## src/rtl/mrgs_pkg.sv

```systemverilog
// Merge sorter package: sizes, shared types, controller/datapath command and status.
// No dependencies.
`default_nettype none

package mrgs_pkg;

    localparam int unsigned MAX_ITEMS = 64;
    localparam int unsigned DATA_W    = 32;
    localparam int unsigned ADDR_W    = $clog2(MAX_ITEMS);
    localparam int unsigned CNT_W     = $clog2(MAX_ITEMS + 1);

    typedef logic        [CNT_W-1:0]  t_cnt;
    typedef logic        [ADDR_W-1:0] t_addr;
    typedef logic signed [DATA_W-1:0] t_data;

    typedef enum logic [4:0] {
        ST_LOAD    = 5'b00001,
        ST_PRIME   = 5'b00010,
        ST_MERGE   = 5'b00100,
        ST_EMIT_RD = 5'b01000,
        ST_EMIT    = 5'b10000
    } t_state;

    typedef struct packed {
        logic load;     // input item taken
        logic start;    // input item taken carries last
        logic prime;    // issue head reads for a new pass
        logic merge;    // one merge step
        logic emit_rd;  // issue first read of sorted batch
        logic emit;     // result presented
        logic step;     // result taken
    } t_dp_cmd;

    typedef struct packed {
        logic multi;    // batch holds two or more values after this load
        logic pass_end; // this merge step writes the last entry of the pass
        logic sort_end; // ... and that pass was the final one
        logic emit_end; // presented result is the final one
    } t_dp_stat;

endpackage

`default_nettype wire

```

## src/rtl/mrgs_ctrl.sv

```systemverilog
// Merge sorter controller: load / prime / merge / emit sequencing.
// Depends on mrgs_pkg.
`default_nettype none

module mrgs_ctrl import mrgs_pkg::*; (
    input  wire logic     i_clk,
    input  wire logic     i_rst_n,
    input  wire logic     i_in_valid,
    input  wire logic     i_in_last,
    input  wire logic     i_out_ready,
    input  wire t_dp_stat i_stat,
    output logic          o_in_ready,
    output logic          o_out_valid,
    output t_dp_cmd       o_cmd
);

    t_state r_state, n_state;

    always_ff @(posedge i_clk) begin
        if (!i_rst_n) begin
            r_state <= ST_LOAD;
        end else begin
            r_state <= n_state;
        end
    end

    always_comb begin
        n_state = r_state;
        case (r_state)
            ST_LOAD: begin
                if (i_in_valid && i_in_last) begin
                    n_state = i_stat.multi ? ST_PRIME : ST_EMIT_RD;
                end
            end
            ST_PRIME: begin
                n_state = ST_MERGE;
            end
            ST_MERGE: begin
                if (i_stat.sort_end) begin
                    n_state = ST_EMIT_RD;
                end else if (i_stat.pass_end) begin
                    n_state = ST_PRIME;
                end
            end
            ST_EMIT_RD: begin
                n_state = ST_EMIT;
            end
            ST_EMIT: begin
                if (i_out_ready && i_stat.emit_end) begin
                    n_state = ST_LOAD;
                end
            end
            default: begin
                n_state = ST_LOAD;
            end
        endcase
    end

    assign o_in_ready    = (r_state == ST_LOAD);
    assign o_out_valid   = (r_state == ST_EMIT);
    assign o_cmd.load    = (r_state == ST_LOAD) && i_in_valid;
    assign o_cmd.start   = (r_state == ST_LOAD) && i_in_valid && i_in_last;
    assign o_cmd.prime   = (r_state == ST_PRIME);
    assign o_cmd.merge   = (r_state == ST_MERGE);
    assign o_cmd.emit_rd = (r_state == ST_EMIT_RD);
    assign o_cmd.emit    = (r_state == ST_EMIT);
    assign o_cmd.step    = (r_state == ST_EMIT) && i_out_ready;

endmodule

`default_nettype wire

```

## config.mk

```make
export PLATFORM = sky130hd
export DESIGN_NAME = mrgs_ctrl
export DESIGN_NICKNAME = d
export VERILOG_FILES = /design/src/rtl/mrgs_pkg.sv /design/src/rtl/mrgs_ctrl.sv
export SDC_FILE = /design/constraint.sdc
export NUM_CORES = 1
export LEC_CHECK = 0
export BUFFER_PORTS_ARGS = -buffer_cell sky130_fd_sc_hd__buf_2
export CAP_MARGIN = 40
export CORE_AREA = 2 2 39 41
export DETAILED_ROUTE_END_ITERATION = 10
export DIE_AREA = 0 0 41 43
export GPL_ROUTABILITY_DRIVEN = 0
export MAX_ROUTING_LAYER = met4
export PLACE_DENSITY = 0.63
export SYNTH_ARGS = -nofsm -noshare
export SYNTH_HDL_FRONTEND = slang
export SYNTH_SLANG_ARGS = --single-unit
```

## constraint.sdc

```tcl
create_clock -name i_clk -period 3.14 [get_ports i_clk]
set_input_delay 0.157 -clock i_clk [delete_from_list [all_inputs] [get_ports i_clk]]
set_output_delay 0.157 -clock i_clk [all_outputs]
set_load 0.01 [all_outputs]
```

Word-level counts from Yosys, hierarchy flattened
Cells that the tools add are included.
W data, S select, Z words.
Storage, ports and cells
  bits in registers: 5
  bits of input ports: 9
  output and inout port bits: 9
  logic and storage cells: 21
Cells by class
  eq/ne operators: 8
  multiplexer cells: 6
  reduce and logical (&&, ||, !) cells: 6
Operator list (number)
  $pmux W5 S5: 1
  $mux W5: 4
  $eq A5 B1 Y1 const B: 1
  $eq A5 B2 Y1 const B: 1
  $eq A5 B3 Y1 const B: 1
  $eq A5 B4 Y1 const B: 1
  $eq A5 B5 Y1 const B: 1
  $logic_and A1 B1 Y1: 5
  $mux W4: 1
  $ne A2 B1 Y1 const B: 2
  $ne A3 B3 Y1 const B: 1
  $reduce_and A3 Y1: 1

Longest topological paths before layout
  depth in word-level cells: 3
  depth in mapped cells: 3
  depth with buffers taken out: 3

Least setup slack after synthesis
No wires, ideal clock.
  path kind: reg-to-reg
  start point: register r_state[1]
  end point: register r_state[1]
  setup time: 0.079 ns
  data arrival time: 1.423 ns
  required time: 3.061 ns
  slack: 1.637 ns
  stages on the path, launching flop included: 4
  buffers on the path: 0
  clock period less this slack: 1.503 ns
  cell sequence: dfxtp_1 -> or4b_4 -> or3b_1 -> a211oi_2
Between the ends
  word-level cells in the longest chain between the ends: 3
  elaborated cells on any way between the ends: 10
  those cells by class: 8 x eq/ne; 1 x mux; 1 x reduce/logical
RTL lines
  start: declaration: line mrgs_ctrl.sv:17  | t_state r_state, n_state;
  start signal: assignment: line mrgs_ctrl.sv:23  | r_state <= n_state;
  $eq A5 B3 Y1, or another cell as far along: line mrgs_ctrl.sv:29  | case (r_state)
  $ne A3 B3 Y1 (no line) / $ne A2 B1 Y1 (equally long branches)
  $reduce_and A3 Y1 (no line)
Several ways; a longest one is shown, not always the timed one.
A chain may end at the register's enable or synchronous reset.

==> impl_metrics.ini <==
[final_layout]
areaGrowthSynthToFinish_pct = 35.1
fin_util = 0.337
final_nets = 70
fin_cells = 76
drive_above_1_share = 0.417
multiInputGateArea_um2 = 230
regMostFlops = r_state
ff_latch_area_um2 = 100
fill_cells = 155
antenna_cells = 0
largest_register_ffs = 5
reg_top3 = r_state x5

[floorplanning]
core_um2 = 1380
rows = 14
start_util = 0.250
die-height_um = 43
die_x_um = 41
io_pins = 18
die-area_um2 = 1760

[power]
p_clk_frac = 0.337
pwr-share-seq = 0.330
pwr-share-comb = 0.333
powerDensity_nw_per_um2 = 517
sw_frac_of_total = 0.348
worst_ir_drop_vdd_uv = 234
p_leak_nw = 0.231
power.internal_mw = 0.158
p_switching_mw = 0.0839

[route]
drtIter0Drc = 7
drt_first_pass_iters = 4
drc = 0
viasPerCell = 4.95
vias = 376
ant_nets = 0
drt-total-wl_um = 829
avgRoutedWirePerCell_um = 10.9

[timing]
worst_pin_slew_ns = 0.492
clock.fmax_mhz = 577
drv_slew = 0
timing.setup.tns_ns = 0
period_share = 0.552
setup_viol = 0
whs_ns = 0.136
hold_violations = 0
relSlewSlack = 0.670
skew_ns = 0.00440
fin_crit_ns = 1.73
rsz0062_at_grt = no

[synthesis]
synth_nets = 50
ys_ff_latch = 5
syn_inst = 41
ys_seq_area_frac = 0.290
avgSynthCellArea_um2 = 8.42
yosys.cell_types.count = 26
syn_area_um2 = 345
yosys_warnings = 0

[global_route]
grt_pass1_vias = 348
grt_max_degree = 13
grt_antenna_before_repair = 0
grt_overflow = 0
grt_pass1_wl_um = 1390
grt_usage = 0.126

[clocking]
clockRootBuffer = clkbuf_4
hold_buffers = 0
clk_pin_slew_ns = 0.05
cts_tree = built
cts_buffers = 3
htree_levels = 1
cts_sinks = 5
cts_resized = 0
clockBufferDepth = 2
cts_setup_buffers = 0
clk_latency_ns = 0.25

[worst_setup_path]
critPathArrivalTime_ns = 1.58
required_ns = 2.98
cp-start-kind = flip-flop
crit_path_end_kind = primary output
critical_path.endpoint = o_cmd[5]
rr_startpoint = r_state[2]$_SDFFE_PN0P_
r2r_slack_ns = 1.56
critPathKind = reg2out
cp_max_fo = 6
crit_start = r_state[2]$_SDFFE_PN0P_
r2r-end = r_state[2]$_SDFFE_PN0P_
r2r.worst_path.cells = 3

[placed_design]
io_buffers = 17
place_inst = 72
place_hpwl_um = 635

[run_status]
status = finished clean

[worst_hold_path]
hp-class = in2reg

[flow_run]
maxCapViolations = 0
==> placed cells by master, fill, tap and decap left out <==
master / netlist / routed
a211oi_2: 1 / 1
clkinv_2: 0 / 1
dfxtp_1: 5 / 5
o31ai_1: 2 / 2
nand4b_1: 1 / 1
o31a_2: 1 / 1
inv_1: 1 / 1
nand3_1: 2 / 2
o21a_1: 1 / 1
xnor2_1: 1 / 1
or3b_1: 1 / 1
or3_1: 2 / 2
a211oi_1: 2 / 2
or4b_4: 1 / 1
and3b_1: 1 / 1
nand2_1: 1 / 1
and2_1: 5 / 5
nor2b_1: 1 / 1
or2_2: 1 / 1
o22ai_1: 1 / 1
nor4_1: 2 / 2
nor3_1: 1 / 1
or2b_1: 1 / 1
and3_1: 2 / 2
clkbuf_4: 0 / 3
buf_2: 0 / 17
nor2_1: 2 / 2
==> layout make-up <==
cell class / instances / area share
multi-input combinational: 33 / 0.493
sequential: 5 / 0.214
timing repair buffer: 17 / 0.182
clock buffer: 3 / 0.0483
tap: 16 / 0.0429
clock inverter: 1 / 0.0107
inverter: 1 / 0.00804
==> logic make-up after synthesis <==
kind of cell              count (synthesis)  synth area share
buffers and inverters                     3            0.0435
and+or+nand+nor                          24             0.449
xor gates and xnor gates                  1            0.0254
DFF                                       5             0.290
AOI/OAI and AO/OA                         8             0.192
==> Yosys cell counts <==
cell      count  share of area
a211oi_1      2          0.043
or2_2         1          0.018
o21a_1        1          0.022
o31a_2        1          0.029
nor3_1        1          0.014
xnor2_1       1          0.025
or3b_1        1          0.025
nor4_1        2          0.036
nor2_1        2          0.022
or2b_1        1          0.022
nor2b_1       1          0.018
dfxtp_1       5           0.29
a211oi_2      1          0.036
nand2_1       1          0.011
and3b_1       1          0.025
or4b_4        1          0.040
nand3_1       2          0.029
o31ai_1       2          0.043
o22ai_1       1          0.018
or3_1         2          0.036
and2_1        5          0.091
inv_1         1          0.011
nand4b_1      1          0.025
buf_4         1          0.022
clkbuf_1      1          0.011
and3_1        2          0.036
==> how the worst min path moves through the flow <==
stage                       start                       to  slack, ns  cells past startpoint
final                     i_rst_n  r_state[4]$_SDFFE_PN0P_       0.14                      2
after global routing      i_rst_n  r_state[4]$_SDFFE_PN0P_       0.13                      2
after CTS                 i_rst_n  r_state[4]$_SDFFE_PN0P_       0.13                      2
after detailed placement  i_rst_n  r_state[4]$_SDFFE_PN0P_       0.40                      2
after global placement    i_rst_n  r_state[4]$_SDFFE_PN0P_       0.40                      2
after floorplan           i_rst_n  r_state[4]$_SDFFE_PN0P_       0.27                      1
==> critical path, cell delays in order (launching register included) <==
cell and delay (ns):
dfxtp_1 0.35, or4b_4 0.57, nor2_1 0.15, and2_1 0.14
buf_2 0.12
==> layer usage <==
| metal | wire (µm) | track usage |
|---|---|---|
| met5 | 0 | - |
| met1 | 344 | 0.125 |
| met2 | 409 | 0.194 |
| met3 | 58 | 0.0628 |
| met4 | 17 | 0.0600 |
==> per-stage QoR <==
| stage | total power [mW] | area, µm² | setup slack [ns] |
|---|---|---|---|
| 2_1_floorplan | 0.136 | 345 | 1.64 |
| 3_3_place_gp | 0.159 | 439 | 1.59 |
| 4_1_cts | 0.244 | 467 | 1.40 |
| 5_1_grt | 0.260 | 467 | 1.29 |
| 6_report | 0.241 | 467 | 1.41 |
| 3_5_place_dp | 0.161 | 439 | 1.57 |
==> power groups by stage <==
stage | Clock [mW] | Sequential (mW) | Combinational, mW
final | 0.0813 | 0.0796 | 0.0805
after global routing | 0.0876 | 0.0815 | 0.0909
after CTS | 0.0827 | 0.0796 | 0.0813
after detailed placement | 0 | 0.0803 | 0.0807
after floorplan | 0 | 0.0782 | 0.0574
after global placement | 0 | 0.0800 | 0.0792
Note: power is estimated with default switching activity, not from simulation.
